**src/hdl/evf_pkg.sv**
```systemverilog
package evf_pkg;

	localparam int DEPTH           = 64;
	localparam int NUM_EVENT_TYPES = 16;
	localparam int PTR_W           = $clog2(DEPTH);
	localparam int FILL_W          = $clog2(DEPTH + 1);
	localparam int ID_W            = 4;
	localparam int WORD_W          = 32;
	localparam int MON_W           = 8;

	localparam logic [1:0] KIND_PUSH  = 2'd0;
	localparam logic [1:0] KIND_POP   = 2'd1;
	localparam logic [1:0] KIND_QUERY = 2'd2;

	localparam logic [1:0] ST_OK     = 2'd0;
	localparam logic [1:0] ST_EMPTY  = 2'd1;
	localparam logic [1:0] ST_HALTED = 2'd2;

	typedef struct packed {
		logic [1:0]        kind;
		logic [ID_W-1:0]   event_id;
		logic [WORD_W-1:0] aux_data;
		logic [WORD_W-1:0] timestamp;
	} evf_req_t;

	typedef struct packed {
		logic [1:0]        status;
		logic [ID_W-1:0]   event_out;
		logic [WORD_W-1:0] aux_out;
		logic [WORD_W-1:0] time_out;
		logic [6:0]        pending;
		logic [WORD_W-1:0] stat_value;
		logic [6:0]        peak_fill;
		logic [MON_W-1:0]  halt_monitor;
	} evf_rsp_t;

	typedef struct packed {
		logic push;
		logic pop;
	} evf_qop_t;

	typedef struct packed {
		logic              full;
		logic              empty;
		logic [FILL_W-1:0] fill;
		logic [FILL_W-1:0] peak;
		logic [FILL_W-1:0] peak_next;
	} evf_qstat_t;

endpackage

```
**src/hdl/evf_queue.sv**
```systemverilog
module evf_queue
	import evf_pkg::*;
(
	input  logic              clk,
	input  logic              arst_n,
	input  evf_qop_t          op,
	input  logic [ID_W-1:0]   wr_event,
	input  logic [WORD_W-1:0] wr_aux,
	input  logic [WORD_W-1:0] wr_time,
	output evf_qstat_t        qstat,
	output logic [ID_W-1:0]   rd_event,
	output logic [WORD_W-1:0] rd_aux,
	output logic [WORD_W-1:0] rd_time
);

	logic [ID_W+WORD_W-1:0] ev_aux_mem [DEPTH];
	logic [WORD_W-1:0]      time_mem [DEPTH];

	logic [PTR_W-1:0]  wr_ptr_q;
	logic [PTR_W-1:0]  rd_ptr_q;
	logic [FILL_W-1:0] fill_q;
	logic [FILL_W-1:0] peak_q;
	logic [FILL_W-1:0] fill_inc;

	assign fill_inc = fill_q + FILL_W'(1);

	always_comb begin
		qstat.full      = (fill_q == FILL_W'(DEPTH));
		qstat.empty     = (fill_q == '0);
		qstat.fill      = fill_q;
		qstat.peak      = peak_q;
		qstat.peak_next = (op.push && (fill_inc > peak_q)) ? fill_inc : peak_q;
	end

	always_ff @(posedge clk or negedge arst_n) begin
		if (!arst_n) begin
			wr_ptr_q <= '0;
			rd_ptr_q <= '0;
			fill_q   <= '0;
			peak_q   <= '0;
		end else begin
			if (op.push) begin
				wr_ptr_q <= (wr_ptr_q == PTR_W'(DEPTH - 1)) ? '0 : wr_ptr_q + PTR_W'(1);
			end
			if (op.pop) begin
				rd_ptr_q <= (rd_ptr_q == PTR_W'(DEPTH - 1)) ? '0 : rd_ptr_q + PTR_W'(1);
			end
			if (op.push && !op.pop) begin
				fill_q <= fill_inc;
			end else if (op.pop && !op.push) begin
				fill_q <= fill_q - FILL_W'(1);
			end
			peak_q <= qstat.peak_next;
		end
	end

	always_ff @(posedge clk) begin
		if (op.push) begin
			ev_aux_mem[wr_ptr_q] <= {wr_event, wr_aux};
			time_mem[wr_ptr_q]   <= wr_time;
		end
	end

	always_ff @(posedge clk) begin
		if (op.pop) begin
			{rd_event, rd_aux} <= ev_aux_mem[rd_ptr_q];
			rd_time            <= time_mem[rd_ptr_q];
		end
	end

endmodule

```
**config.mk**
```make
export PLATFORM = sky130hd
export DESIGN_NAME = evf_queue
export DESIGN_NICKNAME = d
export VERILOG_FILES = /design/src/hdl/evf_pkg.sv /design/src/hdl/evf_queue.sv
export SDC_FILE = /design/constraint.sdc
export NUM_CORES = 2
export LEC_CHECK = 0
export BUFFER_PORTS_ARGS = -buffer_cell sky130_fd_sc_hd__buf_2
export CAP_MARGIN = 5
export CORE_AREA = 2 2 558 560
export CTS_BUF_LIST = sky130_fd_sc_hd__clkbuf_8
export CTS_CLUSTER_SIZE = 40
export DETAILED_ROUTE_END_ITERATION = 8
export DIE_AREA = 0 0 560 562
export GPL_ROUTABILITY_DRIVEN = 1
export PLACE_DENSITY = 0.73
export SLEW_MARGIN = 20
export SYNTH_ARGS = -nofsm -noshare
export SYNTH_HDL_FRONTEND = slang
export SYNTH_MEMORY_MAX_BITS = 65536
export SYNTH_SLANG_ARGS = --single-unit
```
**constraint.sdc**
```tcl
create_clock -name clk -period 4.6 [get_ports clk]
set_input_delay 0.69 -clock clk [delete_from_list [all_inputs] [get_ports clk]]
set_output_delay 0.69 -clock clk [all_outputs]
set_load 0.02 [all_outputs]
```
# After elaboration in Yosys (flattened, before gate mapping)
# Memories as Yosys holds them, arrays and structs flattened. A register that Yosys moved wholly into a read port is not among the register bits.
# Cells that the tools add are included.
# word_totals
n_memories	2
register_bits	26
wordCells	28
input_bits	72
output_inout_bits	91
ram_bits	4352
# classes
n_eq_ne	3
reduce_logical	7
muxes	7
addsub	4
magnitude_cmp	1
# memory_table
name	depth	width	read_ports	rd_clocked_by_memory_dff	write_ports	line_no	text
ev_aux_mem	64	36	1	1	1	evf_queue.sv:16	logic [ID_W+WORD_W-1:0] ev_aux_mem [DEPTH];
time_mem	64	32	1	1	1	evf_queue.sv:17	logic [WORD_W-1:0] time_mem [DEPTH];
# op_table
op	n
7-bit two-way mux	3
6-bit by 1-bit adder with 6-bit output, second input constant	2
6-bit equality test, second input constant	2
6-bit two-way mux	2
7-bit by 1-bit adder with 7-bit output, second input constant	1
7-bit equality test, second input constant	1
7-bit > comparator	1
7-bit zero test	1
7-bit by 1-bit subtractor with 7-bit output, second input constant	1
1-bit logical AND	3
1-bit zero test	2
1-bit two-way mux	2
2-bit nonzero test	1

# Logic depth before layout (Yosys ltp)
# depth
word_depth	4
mapped_depth	10
ltp_nobuf	9

# Worst setup path before layout
# No wires, ideal clock.
# synth_path
path_kind	in2reg
startpoint	input port op[1] (netlist name)
endpoint	memory ev_aux_mem[30][0] (netlist name), enable pin
setup_ns	0.495
t_arrival_ns	4.362
n_path_buf	1
slack_ns	-0.256
path_stages	4
path_cell_list	clkbuf_1 -> nor2b_1 -> nand3_1 -> nor2_1
# synth_via
elab_chain_cells	2
# synth_lines
item	line_no	text
from (decl)	evf_queue.sv:6	input evf_qop_t op,
1-bit two-way mux	evf_queue.sv:58	if (op.push) begin
1-bit two-way mux (not written as such)	evf_queue.sv:59	ev_aux_mem[wr_ptr_q] <= {wr_event, wr_aux};
to (decl)	evf_queue.sv:16	
# Every way passes these cells.

==> results.toml <==
[outcome]
outcome = "finished, final reports clean"

[global_routing]
gr-total-overflow = 0
track_usage_pct = 28.78
grt_pass1_wl_mm = 637.4
grt_antenna_before_repair = 24
first_global_vias = 85447
grt_max_degree = 98

[logic_synthesis]
muxShareOfSynthArea_pct = 14.78
ys_ff_latch = 4446
synth_xor_area_share_pct = 0.07263
synthAdderAreaFrac_pct = 0.09635
synth_edf_count = 4420
synth_compound_area_share_pct = 3.368
synthFlopType = "edfxtp_1"
syn-cell-area_um2 = 168800
yosys-top-cells-area = "edfxtp_1 79%, mux4_2 12%, mux2i_1 1.9%, a22oi_1 0.90%, o22ai_1 0.83%"
yosysTopAreaCell = "edfxtp_1"
synth_fp_nets = 7493
synth.avg_cell_area_um2 = 22.79
synthSimpleGateAreaFrac_pct = 1.206
synthDistinctLibCells = 50
seq_area_frac_synth_pct = 79.01
netlist_instances = 7408
ys_warn_count = 0
synth_top_family_by_area = "multiplexers"
postSynth.asyncResetShare_pct = 0.5848
synth_top_area_share_pct = 78.62

[clock_tree]
clockRootBuffer = "clkbuf_8"
clk_pin_slew_ns = 0.06
htreeDepth = 6
cts_tree = "done"
numCtsBuffers = 678
cts_buffer_depth = 4
cts_sinks = 4446
insertion_delay_ns = 1.24

[floorplan]
start_util_pct = 54.75
dieArea_um2 = 314700
die_w_um = 560
rows = 204
coreArea_um2 = 308300
die_y_um = 562
boundaryPins = 163

[drt]
drtIter0Drc = 13492
wl_per_cell_um = 35.84
vias_per_cell = 6.798
vias = 86784
finalWirelength_mm = 457.6
ant_nets = 0
dr.pass1.iters = 7
drc = 0

[pwr]
power.total_mw = 102.0
power_density_nw_per_um2 = 539.2
vdd_ir_drop_max_mv = 0.4393
p_leak_nw = 60.02

[cells_and_area]
final-instance-count-excl-fill = 12767
fill_cells = 20560
final_util_pct = 61.34
synthToLayoutAreaGrowth_pct = 12.03
nNetsFinal = 8210
drive_gt1_share_pct = 27.55

[setup_path]
r2r_cells = 6
startpoint_type = "flip-flop"
critPathArrivalTime_ns = 3.73
critPathCaptureType = "output port"
cp-startpoint = "fill_q[1]$_DFFE_PN0P_"
critPathKind = "flip-flop to output port"
r2r-end = "rd_time[7]$_DFFE_PP_"
rrSetupSlack_ns = 0.98
r2r_start = "rd_ptr_q[3]$_DFFE_PN0P_"
crit_required_ns = 3.91
timing.critical_path.to = "qstat[4]"
critPathMaxFanout = 9

[sta]
tightest_slew_ns = 1.235
max_freq_mhz = 226.0
slew_headroom_pct = 17.64
finalMaxSlewViolations = 0
grt_setup_unrepaired = "no"
final_hold_viol_count = 0
holdWs_ns = 0.0006335
fin_crit_sh_pct = 96.19
finalSetupViolCount = 0
finClkSkew_ns = 0.09453
tns_ns = 0
fin_crit_ns = 4.425

[place]
port_buffers = 162
finalWeightedCongestion = 0.8093
dp.cells = 11555
hpwlAfterDp_mm = 236.9

[job]
max_cap_violations = 0

[min_path]
hold_class = "input port to flip-flop"
-- layout make-up --
cell class / instances / area [um^2] / area share, %
clock inverters: 497 / 2983 / 1.577
inverters: 14 / 52.55 / 0.02779
well taps: 4120 / 5155 / 2.726
diodes: 25 / 62.56 / 0.03308
clock buffers: 680 / 9359 / 4.949
flip-flops and latches: 4446 / 133400 / 70.54
multi-input cells: 2507 / 33550 / 17.74
repair buffers: 478 / 4554 / 2.408
-- cell families (layout without fill, tap and decap cells) --
family                   Yosys count  in the layout
flip-flops                      4446           4446
AND/OR/NAND/NOR                  384            384
multiplexers                    1319           1319
XOR/XNOR                          14             14
other                              0             25
buffers and inverters            455           1669
adder cells (fa/ha/maj)           13             13
AO/OA/AOI/OAI                    777            777
-- how the worst min path moves through the flow --
stage,from,endpoint,slack (ns),cells after the start
final,wr_aux[17],ev_aux_mem[26][17]$_DFFE_PP_,0.0006,1
after global routing,wr_aux[9],ev_aux_mem[40][9]$_DFFE_PP_,0.01,1
after CTS,arst_n,fill_q[6]$_DFFE_PN0P_,0.03,2
after detailed placement,peak_q[6]$_DFF_PN0_,peak_q[6]$_DFF_PN0_,0.55,1
after global placement,peak_q[6]$_DFF_PN0_,peak_q[6]$_DFF_PN0_,0.54,1
after floorplan,arst_n,fill_q[0]$_DFFE_PN0P_,0.39,0
-- registers in the layout, summed over array words and instances, names as in the netlist --
name / cells
ev_aux_mem: 2304
time_mem: 2048
rd_aux: 32
rd_time: 32
fill_q: 7
peak_q: 7
rd_ptr_q: 6
wr_ptr_q: 6
rd_event: 4
-- stage by stage --
stage,area [um^2],setup slack (ns)
6_report,189100,0.1754
3_5_place_dp,176500,0.9476
5_1_grt,189100,0.0007940
2_1_floorplan,168800,-0.2564
3_3_place_gp,176500,0.9471
4_1_cts,188900,0.0009930
-- where the power goes --
| part | internal (mW) | switching, mW |
|---|---|---|
| clock network | 14.7 | 15.6 |
| registers | 46.5 | 1.37 |
| logic | 9.13 | 14.7 |
| total | 70.4 | 31.6 |
-- repair_timing --
item | in CTS | in global routing
hold buffers | 2 | 1
setup endpoints to repair | 7 | 7
resized for setup | 3 | 6
hold endpoints to repair | 29 | 8
setup buffers | 2 | 2
gates cloned | 0 | 0
-- synth_stat cells, types with 35 or more instances --
master     instances
nor2_1           109
mux4_2           933
a221oi_1          87
buf_6             38
nor4_1            53
mux2i_1          328
mux2_2            58
nor3_1            36
buf_2            155
nand3_1           36
clkbuf_1         162
edfxtp_1        4420
buf_4             69
o21a_1            36
nand2b_1          69
a22oi_1          203
nor2b_1           45
a211oi_1          35
o22ai_1          223
o2111ai_1         35
a32oi_1           51
a21oi_1           36
-- layout by cell type (no fill, tap or decap), types with 9 or more instances in the layout --
master / n
edfxtp_1: 4420
mux4_2: 933
clkbuf_8: 680
mux2i_1: 328
o22ai_1: 223
buf_4: 222
inv_1: 220
a22oi_1: 203
clkinv_1: 156
buf_2: 147
buf_12: 106
a221oi_1: 87
nand2b_1: 69
nor2_4: 67
clkinv_2: 62
mux2_2: 58
nor4_1: 52
a32oi_1: 51
nor2_1: 43
nor2b_1: 42
a21oi_1: 36
o21a_1: 36
nor3_1: 36
a211oi_1: 35
o2111ai_1: 35
nand3_1: 35
o21ai_0: 31
diode_2: 25
inv_12: 23
o22a_1: 18
dfrtp_1: 16
o2111a_1: 15
inv_16: 15
ha_1: 12
bufinv_16: 11
nand2_1: 9
clkinv_8: 9
-- worst max-delay path, cell delays in order (launching register included) --
cell      delay [ns]
dfrtp_2         0.45
ha_2            0.25
nand3_1         0.15
xnor2_2         0.20
ha_1            0.31
nand4_1         0.11
o21bai_1        0.18
a31oi_2         0.22
buf_4           0.16
mux2_2          0.36
buf_2           0.17
-- metal layers --
metal	up-vias	global-route usage, %	share of wire, %
met5	-	0	0.027
met4	12	11.77	4.4
met3	1103	7.044	13
met2	6701	44.83	47
met1	45575	39.51	35
li1	33393	-	-
(Power assumes the default switching activity.)
