`config.mk`:
```
export PLATFORM = sky130hd
export DESIGN_NAME = evf_stats
export DESIGN_NICKNAME = d
export VERILOG_FILES = /design/src/hdl/evf_pkg.sv /design/src/hdl/evf_stats.sv
export SDC_FILE = /design/constraint.sdc
export NUM_CORES = 1
export LEC_CHECK = 0
export ABC_AREA = 1
export ABC_CLOCK_PERIOD_IN_PS = 2600
export BUFFER_PORTS_ARGS = -buffer_cell sky130_fd_sc_hd__buf_4
export CAP_MARGIN = 20
export CELL_PAD_IN_SITES_DETAIL_PLACEMENT = 1
export CELL_PAD_IN_SITES_GLOBAL_PLACEMENT = 2
export CORE_AREA = 2 2 270 272
export CTS_BUF_LIST = sky130_fd_sc_hd__clkbuf_8
export DETAILED_ROUTE_END_ITERATION = 6
export DIE_AREA = 0 0 272 274
export PLACE_DENSITY = 0.92
export SLEW_MARGIN = 5
export SYNTH_ARGS = -nofsm -noshare
export SYNTH_HDL_FRONTEND = slang
export SYNTH_SLANG_ARGS = --single-unit
```
`constraint.sdc`:
```
create_clock -name clk -period 2.6 [get_ports clk]
set_input_delay 0.26 -clock clk [delete_from_list [all_inputs] [get_ports clk]]
set_output_delay 0.26 -clock clk [all_outputs]
set_load 0.05 [all_outputs]
```
`src/hdl/evf_pkg.sv`:
```
package evf_pkg;

	localparam int DEPTH           = 64;
	localparam int NUM_EVENT_TYPES = 16;
	localparam int PTR_W           = $clog2(DEPTH);
	localparam int FILL_W          = $clog2(DEPTH + 1);
	localparam int ID_W            = 4;
	localparam int WORD_W          = 32;
	localparam int MON_W           = 8;

	localparam logic [1:0] KIND_PUSH  = 2'd0;
	localparam logic [1:0] KIND_POP   = 2'd1;
	localparam logic [1:0] KIND_QUERY = 2'd2;

	localparam logic [1:0] ST_OK     = 2'd0;
	localparam logic [1:0] ST_EMPTY  = 2'd1;
	localparam logic [1:0] ST_HALTED = 2'd2;

	typedef struct packed {
		logic [1:0]        kind;
		logic [ID_W-1:0]   event_id;
		logic [WORD_W-1:0] aux_data;
		logic [WORD_W-1:0] timestamp;
	} evf_req_t;

	typedef struct packed {
		logic [1:0]        status;
		logic [ID_W-1:0]   event_out;
		logic [WORD_W-1:0] aux_out;
		logic [WORD_W-1:0] time_out;
		logic [6:0]        pending;
		logic [WORD_W-1:0] stat_value;
		logic [6:0]        peak_fill;
		logic [MON_W-1:0]  halt_monitor;
	} evf_rsp_t;

	typedef struct packed {
		logic push;
		logic pop;
	} evf_qop_t;

	typedef struct packed {
		logic              full;
		logic              empty;
		logic [FILL_W-1:0] fill;
		logic [FILL_W-1:0] peak;
		logic [FILL_W-1:0] peak_next;
	} evf_qstat_t;

endpackage

```
`src/hdl/evf_stats.sv`:
```
module evf_stats
	import evf_pkg::*;
(
	input  logic              clk,
	input  logic              arst_n,
	input  logic              inc,
	input  logic [ID_W-1:0]   inc_id,
	input  logic [ID_W-1:0]   query_id,
	output logic [WORD_W-1:0] query_value
);

	logic [WORD_W-1:0] cnt_q [NUM_EVENT_TYPES];

	always_comb begin
		query_value = '0;
		for (int i = 0; i < NUM_EVENT_TYPES; i++) begin
			if (query_id == ID_W'(i)) begin
				query_value = cnt_q[i];
			end
		end
	end

	always_ff @(posedge clk or negedge arst_n) begin
		if (!arst_n) begin
			for (int i = 0; i < NUM_EVENT_TYPES; i++) begin
				cnt_q[i] <= '0;
			end
		end else if (inc) begin
			for (int i = 0; i < NUM_EVENT_TYPES; i++) begin
				if ((inc_id == ID_W'(i)) || ((i == 0) && (inc_id != '0))) begin
					cnt_q[i] <= cnt_q[i] + WORD_W'(1);
				end
			end
		end
	end

endmodule

```
# Yosys cells after proc, flatten, opt, wreduce, memory -nomap -nowiden
# Cells that the tools add are included.
dict set report word_totals {
  register_bits 512
  latchBits 0
  ram_bits 0
  rom_bits 0
  inputBits 11
  output_inout_bits 32
  wordCells 98
  memories 0
}
dict set report classes {
  add_sub_neg 16
  mul 0
  div 0
  order_cmp 0
  n_eq_ne 30
  n_shift 0
  n_mux 16
  bitwise_logic 0
  n_reduce_logical 20
}
# op count
set ops {}
lappend ops {{32-bit by 1-bit adder with 32-bit output, second input constant} 16}
lappend ops {{32-bit 2-to-1 mux} 16}
lappend ops {{4-bit == test, second input constant} 16}
lappend ops {{4-bit by 3-bit == test with 1-bit output, second input constant} 8}
lappend ops {{2-bit AND reduction} 16}
lappend ops {{4-bit by 2-bit == test with 1-bit output, second input constant} 4}
lappend ops {{4-bit by 1-bit == test with 1-bit output, second input constant} 2}
lappend ops {{4-bit zero test} 2}
lappend ops {{4-bit nonzero test} 1}
lappend ops {{1-bit logical OR} 1}

# Logic depth before layout (Yosys ltp)
# Gate-level depths: netlist (run 1).
dict set report depth {
  ltp_word 17
  depth_mapped 14
  depth_no_buf 13
}

# Worst setup path before layout (run 1)
# OpenSTA, ideal clock, no wires.
dict set report synth_timing {
  kind {input to output}
  from {in query_id[3]}
  to {out query_value[12]}
  t_arrival_ns 1.959
  required_ns 2.340
  path_slack_ns 0.381
  cell_stages 12
  path_buffers 2
  cell_sequence {inv_1 > nand2_1 > nor2_1 > clkbuf_1 > buf_1 > nand2_1 > nand2_1 > nand4_1 > nor2_1 > nand3_1 > nand2_1 > nand4_1}
}
dict set report synth_between {
  elab_chain_cells 17
  word_cells_on_any_way 32
  classes_between {eq/ne (15); mux (16); reduce/logical (1)}
}
# item line_no
set synth_rtl {}
lappend synth_rtl {{from (decl)} evf_stats.sv:8} ;# input logic [ID_W-1:0] query_id,
lappend synth_rtl {{4-bit zero test} evf_stats.sv:17} ;# if (query_id == ID_W'(i)) begin
lappend synth_rtl {{32-bit 2-to-1 mux (15 in a row)} evf_stats.sv:17}
lappend synth_rtl {{32-bit 2-to-1 mux (*)} evf_stats.sv:17}
lappend synth_rtl {{to (decl)} evf_stats.sv:9} ;# output logic [WORD_W-1:0] query_value
# Mark *: on every way between the ends. The rest lies on a longest branch, timed or not.

# Final worst setup path (run 1)
dict set report layout_timing {
  from {reg cnt_q[475] in the netlist's numbering}
  to {out query_value[27]}
}
dict set report layout_between {
  elab_chain_cells 15
}
# item line_no
set layout_rtl {}
lappend layout_rtl {{from (decl)} evf_stats.sv:12} ;# logic [WORD_W-1:0] cnt_q [NUM_EVENT_TYPES];
lappend layout_rtl {{from (signal, indexed assignment)} evf_stats.sv:31} ;# cnt_q[i] <= cnt_q[i] + WORD_W'(1);
lappend layout_rtl {{32-bit 2-to-1 mux (15 in a row)} evf_stats.sv:17}
# Every way passes these cells.

==> reports/results.md, run 1 <==
| Group | Metric | This run |
|:---|:---|:---|
| synthesis | XOR/XNOR share of the synthesized area | 15.1% |
| synthesis | Count of flip-flops with a built-in enable after synthesis | 0 |
| route | Vias | 25803 |
| final layout | Post-route non-filler standard cell count | 4883 |
| synthesis | Sequential fraction of the synthesis area | 45.1% |
| synthesis | Synth top area share | 45.1% |
| hold path | Hold crit path type | input pin to flop |
| place | Estimated wirelength of the detail-placed design | 73.0 mm |
| run status | Violated checks | setup timing |
| power and ir drop | Leakage power summed over all cells | 17.2 nW |
| clock tree | Worst skew pair latency | 0.73 ns |
| final layout | Layout cell share with drive strength beyond 1 | 20.4% |
| synthesis | Leading cell type by number of instances after synthesis | sky130_fd_sc_hd__nand2_1 |
| hold path | Start point of the worst min-delay path | inc_id[3] |
| final layout | Filler cell count in the final layout | 8607 |
| timing | Hold violation count in the final report | 0 |
| clock tree | Clock buffers created by TritonCTS | 93 |
| clock tree | Maximum buffer depth of the clock tree | 3 |
| route | Detailed-route wire length on metal 1 | 48.4 mm |
| synthesis | Warnings from Yosys | 0 |
| timing | Max-slew headroom at the worst pin | 49.7% |
| timing | Final Setup Violations | 25 |
| worst setup path | Count of buffer and inverter cells on the critical path | 1 |
| floorplan | Core Region | 0.0720 mm² |
| worst setup path | Crit path required time | 2.34 ns |
| timing | Highest achievable clock rate | 344 MHz |
| route | Via-to-Cell Ratio | 5.28 |
| final layout | Net count, final | 3880 |
| timing | Transition time of the tightest slew-check pin | 0.748 ns |
| synthesis | Flop and latch count out of synthesis | 512 |
| floorplan | Starting density of the core | 39.5% |
| worst setup path | Startpoint of the worst-slack reg-to-reg timing path | cnt_q[480]$_DFFE_PN0P_ |
| synthesis | Cell area after synthesis | 0.0284 mm² |
| place | Worst slack, placed | -0.0917 ns |
| global route | Total congestion overflow | 0 |
| synthesis | Post-synthesis adder-cell area fraction | 0.704% |
| final layout | Largest register FFs | 512 |
| floorplan | Die width | 272 µm |
| floorplan | Die Y | 274 µm |
| timing | Setup skew after layout | 0.0430 ns |
| floorplan | Number of rows in the core area | 99 |
| route | Initial DRC count | 2000 |
| clock tree | H-tree depth reported by CTS | 3 |
| timing | Unrepaired setup endpoints after global routing | yes |
| final layout | Top reg by flops | cnt_q |
| final layout | Largest regs | cnt_q x512 |
| power and ir drop | Maximum vdd ir drop | 0.416 mV |
| clock tree | TritonCTS sink count | 512 |
| global route | Pin count of the biggest net entering global routing | 79 |
| synthesis | Top FF cell, synth | sky130_fd_sc_hd__dfrtp_1 |
| synthesis | Simple-gate share of the synthesized area | 31.5% |
| worst setup path | Crit-path cells | nand3_2, nand3_2, nor2_2, nand4_1, nand2_2, nand3_2, nand2_2, nand4_1, nand2_1, nand2_1, buf_6 |
| synthesis | Complex-gate fraction of the synthesized area | 1.31% |
| synthesis | Top post-synthesis cells by area | sky130_fd_sc_hd__dfrtp_1 (45%), sky130_fd_sc_hd__nand2_1 (11%), sky130_fd_sc_hd__xor2_1 (11%), sky130_fd_sc_hd__inv_1 (5.2%), sky130_fd_sc_hd__nand3_1 (5.0%) |
| worst setup path | Delay of the slowest cell on the worst path | 0.44 ns |
| timing | Final cycle utilization of the critical path | 112% |
| route | Routed WL | 101 mm |
| synthesis | Mux contribution to synthesized area | 0% |
| clock tree | Cell chosen for the clock root | sky130_fd_sc_hd__clkbuf_8 |
| place | IO buf count | 42 |
| worst setup path | Critical path start-end classification | flop to primary output |
| place | Dpl cells | 4625 |
| route | Remaining antenna violation count after routing | 0 |
| timing | Final number of max-transition violations | 0 |
| global route | Number of global-route vias before repair | 27032 |
| worst setup path | Worst endpoint data arrival time | 2.65 ns |
| timing | Crit path setup slack, layout | -0.311 ns |
| floorplan | Area of the die | 0.0745 mm² |
| route | DRC violations left | 0 |
| synthesis | Yosys top cell by area | sky130_fd_sc_hd__dfrtp_1 |
| worst setup path | Cell type group with the largest total delay on the critical path | simple AND/OR/NAND/NOR gates |
| worst setup path | Crit path from | cnt_q[475]$_DFFE_PN0P_ |
| place | Weighted congestion at the end of routability-driven global placement | 0.871 |
| timing | Final critical-path required period | 2.91 ns |
| synthesis | Avg Inst Size Synth | 8.09 µm² |
| clock tree | CTS tree | yes |
| worst setup path | Category of the worst setup path launch point | flop |
| clock tree | Clock transition at path regs | 0.06 ns |
| final layout | Synth-to-layout area growth | 23.0% |
| synthesis | Most frequent cells after synthesis | sky130_fd_sc_hd__nand2_1 (820), sky130_fd_sc_hd__dfrtp_1 (512), sky130_fd_sc_hd__inv_1 (395) |
| route | Met2 wire len | 44.6 mm |
| synthesis | Net count after synthesis | 3539 |
| route | Detailed-routed wire length on met3 | 5.36 mm |
| route | Pre-Repair DR Iteration Count | 7 |
| floorplan | # IOs | 43 |
| worst setup path | Crit end category | primary output |
| worst setup path | Worst Path Max Fanout | 3 |
| synthesis | Number of standard cells after synthesis | 3512 |
| synthesis | Dominant combinational cell family by area after synthesis | simple AND/OR/NAND/NOR gates |
| global route | Global-route total usage across every layer | 26.9% |
| route | Wire length per cell after detailed routing | 20.6 µm |
| worst setup path | Most used cell, CP | sky130_fd_sc_hd__nand3_2 |
| route | DR top layer | met4 |
| synthesis | Number of distinct library cells after synthesis | 38 |
| run status | Run status | finished, violations left |
| global route | Global-route wire length before repair | 158 mm |
| job | Max-capacitance violation count | 0 |
| synthesis | Share of flip-flops with an asynchronous set or reset after synthesis | 100% |
| power and ir drop | Total power per unit cell area | 549 mW/mm² |
| worst setup path | Critical Path Slowest Stage Cell | sky130_fd_sc_hd__dfrtp_1 |
| global route | Antenna violations before repair | 1 |
==> layout make-up <==
type	count	area (µm²)	share of cell area (%)
clock inverters	47	241	0.691
well taps	959	1200	3.43
diodes	1	2.50	0.00716
inverters	409	1540	4.40
repair buffers	307	2730	7.80
flip-flops and latches	512	12800	36.7
multi-input cells	2530	14800	42.3
clock buffers	118	1620	4.65
==> timing repair <==
item | in CTS | in global routing
gates cloned | 0 | 0
resized for setup | 228 | 75
buffers inserted | 63 | 25
endpoints found under the setup margin | 32 | 39
hold buffers | 4 | 0
pin swaps | 127 | 127
endpoints found under the hold margin | 60 | 0
==> where the power goes <==
group          switching, W  internal [W]  total [W]
combinational       0.00155      0.000921    0.00247
sequential         0.000501       0.00839    0.00889
clock               0.00374       0.00410    0.00783
==> final timing paths <==
| path | end | slack, ns | depth (start not counted) |
|---|---|---|---|
| max reg2reg | cnt_q[510]$_DFFE_PN0P_ | 0.14 | 13 |
| min | cnt_q[130]$_DFFE_PN0P_ | 0.07 | 5 |
| min in group asynchronous | cnt_q[360]$_DFFE_PN0P_ | 0.12 | 2 |
| max in group asynchronous | cnt_q[5]$_DFFE_PN0P_ | 1.54 | 3 |
| min reg2reg | cnt_q[127]$_DFFE_PN0P_ | 0.47 | 1 |
| max | query_value[27] | -0.31 | 11 |
==> placed cells by master, fill, tap and decap left out, drive strengths merged, types with 2 or more instances in the layout <==
cell,n
nand4,177
a21oi,47
nor4b,2
nand2,828
inv,448
clkbuf,118
xnor2,144
nand3b,7
o21ai,26
clkinv,7
ha,16
nor3,182
buf,303
or2,20
nand3,289
nor2b,2
dfrtp,512
and3,2
xor2,347
dlygate4sd3,4
nor4,40
nor2,398
==> cells by family (layout without fill, tap and decap cells) <==
family,count (synthesis),after routing
and+or+nand+nor,1949,1949
buffers and inverters,470,881
other,0,1
adders and majority gates,16,16
AOI/OAI and AO/OA,74,74
xor gates and xnor gates,491,491
DFF,512,512
==> tightest hold or removal path: cells and delay by family <==
family        cells  cell delay (ns)
simple gates      3             0.23
buf+inv           1             0.15
xor+xnor          1             0.06
==> layer usage <==
| layer | global-route usage (%) | vias to the layer above |
|---|---|---|
| met2 | 41.0 | 659 |
| met4 | 7.11 | 0 |
| met5 | 0 | - |
| met1 | 40.2 | 13047 |
| li1 | - | 11939 |
| met3 | 3.52 | 158 |
==> per-stage QoR <==
step	total power, W	instance area (µm²)	TNS, ns	utilization, %	hold slack, ns
floorplan	0.0101	28400	0	-	-0.0356
global placement	0.0109	31300	-0.143	43.5	0.304
detailed placement	0.0110	31300	-0.466	43.5	0.306
CTS	0.0191	34500	-6.62	47.9	0.00589
global route	0.0200	35000	-6.66	48.6	0.0748
finish	0.0192	35000	-3.81	48.6	0.0662
(Power assumes the default switching activity.)
==> inputs of run 2 (changes only) <==
--- a/config.mk
+++ b/config.mk
@@ -20,3 +20,4 @@
 export SYNTH_ARGS = -nofsm -noshare
 export SYNTH_HDL_FRONTEND = slang
 export SYNTH_SLANG_ARGS = --single-unit
+export TNS_END_PERCENT = 50
==> run 2 against run 1 <==
Compared with the run above:
- the flow still finishes with violations (setup timing)
- register-to-register slack improved by 0.16 ns
- first-iteration DRC count increased by 2.7%
- critical path depth unchanged
- sequential power about the same
- worst setup slack improved by 0.0042 ns
- design area decreased by 1.5%
- power decreased by 1.8%
- fmax increased by 0.15%
- cell count decreased by 0.57%
- critical endpoint unchanged
- largest power group unchanged
==> reports/results.md, run 2 (synthesized netlist as in run 1, its figures left out) <==
| Group | Metric | This run |
|:---|:---|:---|
| global route | Total congestion overflow | 0 |
| worst setup path | Crit-path cells | nand3_1, nand3_1, nor2_2, nand4_1, nand2_2, nand3_2, nand2_2, nand4_1, nand2_1, nand2_1, buf_6 |
| floorplan | Die Y | 274 µm |
| global route | Antenna violations before repair | 1 |
| timing | Final critical-path required period | 2.91 ns |
| floorplan | Core Region | 0.0720 mm² |
| clock tree | Clock transition at path regs | 0.06 ns |
| timing | Max-slew headroom at the worst pin | 47.3% |
| power and ir drop | Leakage power summed over all cells | 16.9 nW |
| global route | Global-route total usage across every layer | 26.4% |
| power and ir drop | Part of the total power dissipated in the clock network | 41.3% |
| power and ir drop | Maximum vdd ir drop | 0.403 mV |
| final layout | Synth-to-layout area growth | 21.2% |
| timing | Highest achievable clock rate | 344 MHz |
| route | Via-to-Cell Ratio | 5.25 |
| place | IO buf count | 42 |
| power and ir drop | Switching power share of the total | 29.7% |
| clock tree | Clock buffers created by TritonCTS | 93 |
| route | Pre-Repair DR Iteration Count | 5 |
| clock tree | H-tree depth reported by CTS | 3 |
| hold path | Hold crit path type | input pin to flop |
| clock tree | Maximum buffer depth of the clock tree | 3 |
| power and ir drop | Total power per unit cell area | 547 mW/mm² |
| final layout | Post-route non-filler standard cell count | 4855 |
| route | Met2 wire len | 43.1 mm |
| place | Estimated wirelength of the detail-placed design | 73.0 mm |
| power and ir drop | Register share of total power | 47.2% |
| final layout | Filler cell count in the final layout | 8686 |
| final layout | Net count, final | 3852 |
| final layout | Largest register FFs | 512 |
| place | Dpl cells | 4625 |
| final layout | Layout cell share with drive strength beyond 1 | 18.4% |
| route | Vias | 25496 |
| route | DR top layer | met4 |
| worst setup path | Crit path required time | 2.34 ns |
| power and ir drop | Comb power frac | 11.5% |
| worst setup path | Category of the worst setup path launch point | flop |
| timing | Crit path setup slack, layout | -0.307 ns |
| power and ir drop | Switching component of the power | 0.00560 W |
| timing | Transition time of the tightest slew-check pin | 0.784 ns |
| worst setup path | Delay of the slowest cell on the worst path | 0.42 ns |
| worst setup path | Crit end category | primary output |
| clock tree | CTS tree | yes |
| final layout | Top reg by flops | cnt_q |
| worst setup path | Critical Path Slowest Stage Cell | sky130_fd_sc_hd__dfrtp_1 |
| global route | Number of global-route vias before repair | 26530 |
| place | Worst slack, placed | -0.0917 ns |
| timing | Setup skew after layout | 0.0429 ns |
| run status | Run status | finished, violations left |
| timing | Final cycle utilization of the critical path | 112% |
| clock tree | Cell chosen for the clock root | sky130_fd_sc_hd__clkbuf_8 |
| floorplan | Die width | 272 µm |
| worst setup path | Worst endpoint data arrival time | 2.65 ns |
| worst setup path | Worst Path Max Fanout | 3 |
| floorplan | Starting density of the core | 39.5% |
| route | Detailed-routed wire length on met3 | 4.85 mm |
| worst setup path | Critical path start-end classification | flop to primary output |
| final layout | Storage cell area | 0.0128 mm² |
| route | DRC violations left | 0 |
| route | Routed WL | 97.8 mm |
| route | Initial DRC count | 2053 |
| run status | Violated checks | setup timing |
| clock tree | TritonCTS sink count | 512 |
| global route | Pin count of the biggest net entering global routing | 79 |
| timing | Unrepaired setup endpoints after global routing | yes |
| timing | Final number of max-transition violations | 0 |
| final layout | Total area of multi-input combinational cells | 0.0145 mm² |
| final layout | Most frequent cells in the layout | sky130_fd_sc_hd__nand2_1 (780), sky130_fd_sc_hd__dfrtp_1 (491), sky130_fd_sc_hd__inv_1 (420) |
| final layout | Most frequent standard cell in the layout excluding fill and tap cells | sky130_fd_sc_hd__nand2_1 |
| floorplan | Number of rows in the core area | 99 |
| timing | Final Setup Violations | 32 |
| floorplan | Area of the die | 0.0745 mm² |
| route | Remaining antenna violation count after routing | 0 |
| global route | Global-route wire length before repair | 154 mm |
| floorplan | # IOs | 43 |
| timing | Hold violation count in the final report | 0 |
| final layout | Largest regs | cnt_q x512 |
| job | Max-capacitance violation count | 0 |
| place | Weighted congestion at the end of routability-driven global placement | 0.871 |
| route | Wire length per cell after detailed routing | 20.2 µm |
| power and ir drop | Internal power summed over all cells | 0.0133 W |
| clock tree | Worst skew pair latency | 0.73 ns |
| route | Detailed-route wire length on metal 1 | 47.8 mm |
-- run 2: worst paths after layout --
path                            slack [ns]  depth (start not counted)                   start                      to
worst max-delay path                 -0.31                         11  cnt_q[507]$_DFFE_PN0P_         query_value[27]
worst min-delay path                  0.07                          5               inc_id[3]  cnt_q[130]$_DFFE_PN0P_
worst max register to register        0.30                         10  cnt_q[480]$_DFFE_PN0P_  cnt_q[508]$_DFFE_PN0P_
worst min register to register        0.47                          1  cnt_q[127]$_DFFE_PN0P_  cnt_q[127]$_DFFE_PN0P_
max in group asynchronous             1.54                          3                  arst_n    cnt_q[5]$_DFFE_PN0P_
min in group asynchronous             0.13                          2                  arst_n  cnt_q[360]$_DFFE_PN0P_
-- run 2: layer usage --
metal	global-route usage (%)	vias to the layer above
li1	-	11892
met1	39.6	12880
met2	39.8	588
met3	3.39	136
met4	7.04	0
met5	0	-
-- run 2: power by group through the flow --
stage | combinational [W] | sequential [W] | clock [W]
floorplan | 0.00118 | 0.00889 | 0
global placement | 0.00195 | 0.00900 | 0
detailed placement | 0.00200 | 0.00903 | 0
CTS | 0.00212 | 0.00889 | 0.00798
global route | 0.00240 | 0.00896 | 0.00833
finish | 0.00216 | 0.00890 | 0.00779
-- run 2: critical path: cells and delay by family, from the launching register on --
family | cells | cell delay (ns)
buffers and inverters | 1 | 0.15
flip-flops | 1 | 0.42
AND/OR/NAND/NOR | 10 | 1.34
-- run 2: what timing repair did --
item,4_1_cts,5_1_grt
resized for setup,147,81
setup endpoints to repair,32,37
setup buffers,27,33
hold endpoints to repair,60,0
hold buffers,4,0
pin swaps,62,89
cloned,0,0
-- run 2: through the flow --
stage               setup TNS [ns]  cell area [µm²]  total power, W  hold slack (ns)  utilization [%]
floorplan                        0            28400          0.0101          -0.0356                -
global placement            -0.143            31300          0.0109            0.304             43.5
detailed placement          -0.466            31300          0.0110            0.306             43.5
CTS                          -7.87            33900          0.0190          0.00589             47.1
global route                 -7.88            34400          0.0197           0.0787             47.9
finish                       -4.20            34400          0.0188           0.0671             47.9
-- run 2: layout make-up --
| class | count | share of cell area, % |
|---|---|---|
| diodes | 1 | 0.00727 |
| clock buffers | 118 | 4.72 |
| clock inverters | 47 | 0.701 |
| inverters | 409 | 4.47 |
| multi-input cells | 2530 | 42.1 |
| flip-flops and latches | 512 | 37.3 |
| well taps | 959 | 3.48 |
| repair buffers | 279 | 7.20 |
==> inputs of run 3 (changes only) <==
--- a/config.mk
+++ b/config.mk
@@ -6,16 +6,16 @@
 export NUM_CORES = 1
 export LEC_CHECK = 0
 export ABC_AREA = 1
-export ABC_CLOCK_PERIOD_IN_PS = 2600
+export ABC_CLOCK_PERIOD_IN_PS = 2400
 export BUFFER_PORTS_ARGS = -buffer_cell sky130_fd_sc_hd__buf_4
 export CAP_MARGIN = 20
 export CELL_PAD_IN_SITES_DETAIL_PLACEMENT = 1
 export CELL_PAD_IN_SITES_GLOBAL_PLACEMENT = 2
-export CORE_AREA = 2 2 270 272
+export CORE_AREA = 2 2 284 286
 export CTS_BUF_LIST = sky130_fd_sc_hd__clkbuf_8
 export DETAILED_ROUTE_END_ITERATION = 6
-export DIE_AREA = 0 0 272 274
-export PLACE_DENSITY = 0.92
+export DIE_AREA = 0 0 286 288
+export PLACE_DENSITY = 0.89
 export SLEW_MARGIN = 5
 export SYNTH_ARGS = -nofsm -noshare
 export SYNTH_HDL_FRONTEND = slang
==> constraint.sdc (replaced) <==
create_clock -name clk -period 2.4 [get_ports clk]
set_input_delay 0.24 -clock clk [delete_from_list [all_inputs] [get_ports clk]]
set_output_delay 0.24 -clock clk [all_outputs]
set_load 0.05 [all_outputs]
==> run 3 against run 2 <==
Compared with the run above:
- the run still ends with setup timing left
- power is 11% higher
- design area is 3.2% higher
- combinational power is 14% higher
- clock power is 12% higher
==> reports/results.md, run 3 (synthesized netlist as in run 1, its figures left out) <==
| Group | Metric | This run |
|:---|:---|:---|
| run status | Run status | finished, violations left |
| run status | Violated checks | setup timing |
| global route | Total congestion overflow | 0 |
| final layout | Largest regs | cnt_q x512 |
| power and ir drop | Total power per unit cell area | 586 mW/mm² |
| global route | Global-route wire length before repair | 152 mm |
| worst setup path | Worst Path Max Fanout | 2 |
| global route | Global-route total usage across every layer | 23.5% |
| final layout | Fraction of the core area covered by cells at the end of the flow | 44.6% |
| timing | Transition time of the tightest slew-check pin | 0.765 ns |
| power and ir drop | Part of the total power dissipated in the clock network | 41.9% |
| power and ir drop | Register share of total power | 46.2% |
| global route | GR Util met2 | 37.8% |
| worst setup path | Category of the worst setup path launch point | flop |
| timing | Highest achievable clock rate | 338 MHz |
| route | Wire length per cell after detailed routing | 19.3 µm |
| power and ir drop | Leakage power summed over all cells | 17.5 nW |
| floorplan | # IOs | 43 |
| floorplan | Area of the die | 0.0824 mm² |
| timing | Final worst hold slack | 0.0501 ns |
| floorplan | Die width | 286 µm |
| clock tree | Worst skew pair latency | 0.75 ns |
| clock tree | CTS tree | yes |
| worst setup path | Delay of the slowest cell on the worst path | 0.41 ns |
| place | Worst slack, placed | -0.539 ns |
| worst setup path | Worst-case register-to-register setup slack | 0.06 ns |
| worst setup path | Most used cell, CP | sky130_fd_sc_hd__nand4_1 |
| worst setup path | Critical Path Slowest Stage Cell | sky130_fd_sc_hd__dfrtp_1 |
| power and ir drop | Switching component of the power | 0.00624 W |
| global route | Number of global-route vias before repair | 26694 |
| hold path | Hold crit path type | input pin to flop |
| place | Estimated wirelength of the detail-placed design | 73.3 mm |
| route | Routed WL | 97.2 mm |
| final layout | Synth-to-layout area growth | 25.0% |
| floorplan | Core Region | 0.0796 mm² |
| clock tree | Clock buffers created by TritonCTS | 96 |
| final layout | Top reg by flops | cnt_q |
| timing | Crit path setup slack, layout | -0.560 ns |
| power and ir drop | Internal power summed over all cells | 0.0146 W |
| final layout | Filler cell count in the final layout | 9581 |
| timing | Max-slew headroom at the worst pin | 49.0% |
| clock tree | TritonCTS sink count | 512 |
| global route | GR Util met1 | 32.7% |
| worst setup path | Critical path start-end classification | flop to primary output |
| timing | Setup skew after layout | 0.0822 ns |
| floorplan | Number of rows in the core area | 104 |
| worst setup path | Crit-path cells | nand3_1, nand3_2, nor2_4, nand4_1, nand2_2, nand4_1, nor3_2, buf_4, nand4_1, buf_6 |
| final layout | Most frequent standard cell in the layout excluding fill and tap cells | sky130_fd_sc_hd__nand2_1 |
| timing | Hold violation count in the final report | 0 |
| power and ir drop | Comb power frac | 11.8% |
| worst setup path | Crit path required time | 2.16 ns |
| global route | Met3 global-route usage | 3.32% |
| job | Max-capacitance violation count | 0 |
| route | Initial DRC count | 1547 |
| route | Via-to-Cell Ratio | 5.04 |
| timing | Unrepaired setup endpoints after global routing | yes |
| clock tree | H-tree depth reported by CTS | 3 |
| clock tree | Clock transition at path regs | 0.06 ns |
| global route | Antenna violations before repair | 1 |
| worst setup path | Crit end category | primary output |
| place | Weighted congestion at the end of routability-driven global placement | 0.889 |
| power and ir drop | Maximum vdd ir drop | 0.443 mV |
| clock tree | Maximum buffer depth of the clock tree | 3 |
| route | Remaining antenna violation count after routing | 0 |
| global route | Pin count of the biggest net entering global routing | 90 |
| timing | Final cycle utilization of the critical path | 123% |
| timing | Final Setup Violations | 33 |
| clock tree | Cell chosen for the clock root | sky130_fd_sc_hd__clkbuf_8 |
| place | IO buf count | 42 |
| final layout | Net count, final | 3923 |
| route | Pre-Repair DR Iteration Count | 5 |
| route | DRC violations left | 0 |
| final layout | Most frequent cells in the layout | sky130_fd_sc_hd__nand2_1 (767), sky130_fd_sc_hd__dfrtp_1 (498), sky130_fd_sc_hd__inv_1 (417) |
| timing | Final critical-path required period | 2.96 ns |
| worst setup path | Worst endpoint data arrival time | 2.72 ns |
| timing | Final number of max-transition violations | 0 |
| power and ir drop | Switching power share of the total | 29.9% |
| floorplan | Starting density of the core | 35.7% |
| route | Vias | 25382 |
| final layout | Layout cell share with drive strength beyond 1 | 20.9% |
| global route | Busiest metal layer after global routing | met2 |
| final layout | Largest register FFs | 512 |
| floorplan | Die Y | 288 µm |
run 3: timing repair:
action	in CTS	in global routing
endpoints found under the hold margin	518	0
resized for setup	111	183
buffers inserted	6	36
hold buffers	7	0
endpoints found under the setup margin	33	58
pin swaps	44	154
run 3: metrics by stage:
stage / area, µm² / total power, W / cells / setup TNS [ns]
3_3_place_gp: 32100 / 0.0119 / 4809 / -10.88
5_1_grt: 35500 / 0.0218 / 5033 / -16.32
4_1_cts: 34500 / 0.0209 / 4996 / -15.46
3_5_place_dp: 32100 / 0.0120 / 4809 / -12.73
6_report: 35500 / 0.0208 / 5033 / -12.12
2_1_floorplan: 28400 / 0.0109 / 3512 / 0
run 3: cell type report:
class	count	area, µm²	area share, %
multi-input combinational	2530	14800	41.7
antenna	1	2.50	0.00704
sequential	512	12800	36.1
inverter	409	1540	4.32
clock buffer	122	1680	4.73
clock inverter	52	275	0.775
tap	1060	1330	3.73
timing repair buffer	347	3060	8.63
run 3: power by group through the flow:
stage | registers (W) | clock network [W] | logic (W)
floorplan | 0.00963 | 0 | 0.00129
global placement | 0.00975 | 0 | 0.00216
detailed placement | 0.00978 | 0 | 0.00221
CTS | 0.00963 | 0.00892 | 0.00231
global route | 0.00970 | 0.00934 | 0.00271
finish | 0.00963 | 0.00874 | 0.00247
run 3: final timing paths:
check / cells after the start / startpoint / to
worst max-delay path: 10 / cnt_q[467]$_DFFE_PN0P_ / query_value[19]
worst min-delay path: 4 / inc_id[3] / cnt_q[0]$_DFFE_PN0P_
worst max register to register: 9 / cnt_q[417]$_DFFE_PN0P_ / cnt_q[442]$_DFFE_PN0P_
worst min register to register: 1 / cnt_q[351]$_DFFE_PN0P_ / cnt_q[351]$_DFFE_PN0P_
max in group asynchronous: 3 / arst_n / cnt_q[451]$_DFFE_PN0P_
min in group asynchronous: 3 / arst_n / cnt_q[484]$_DFFE_PN0P_
run 3: worst max-delay path: cells and delay by family (launching register included):
family,cells,cell delay [ns]
and+or+nand+nor,8,1.22
DFF,1,0.41
buffers and inverters,2,0.34
run 3: routing by layer:
layer	vias to the layer above	part of all wire, %
li1	12036	-
met1	12738	47
met2	456	47
met3	152	4.0
met4	0	2.8
met5	-	0
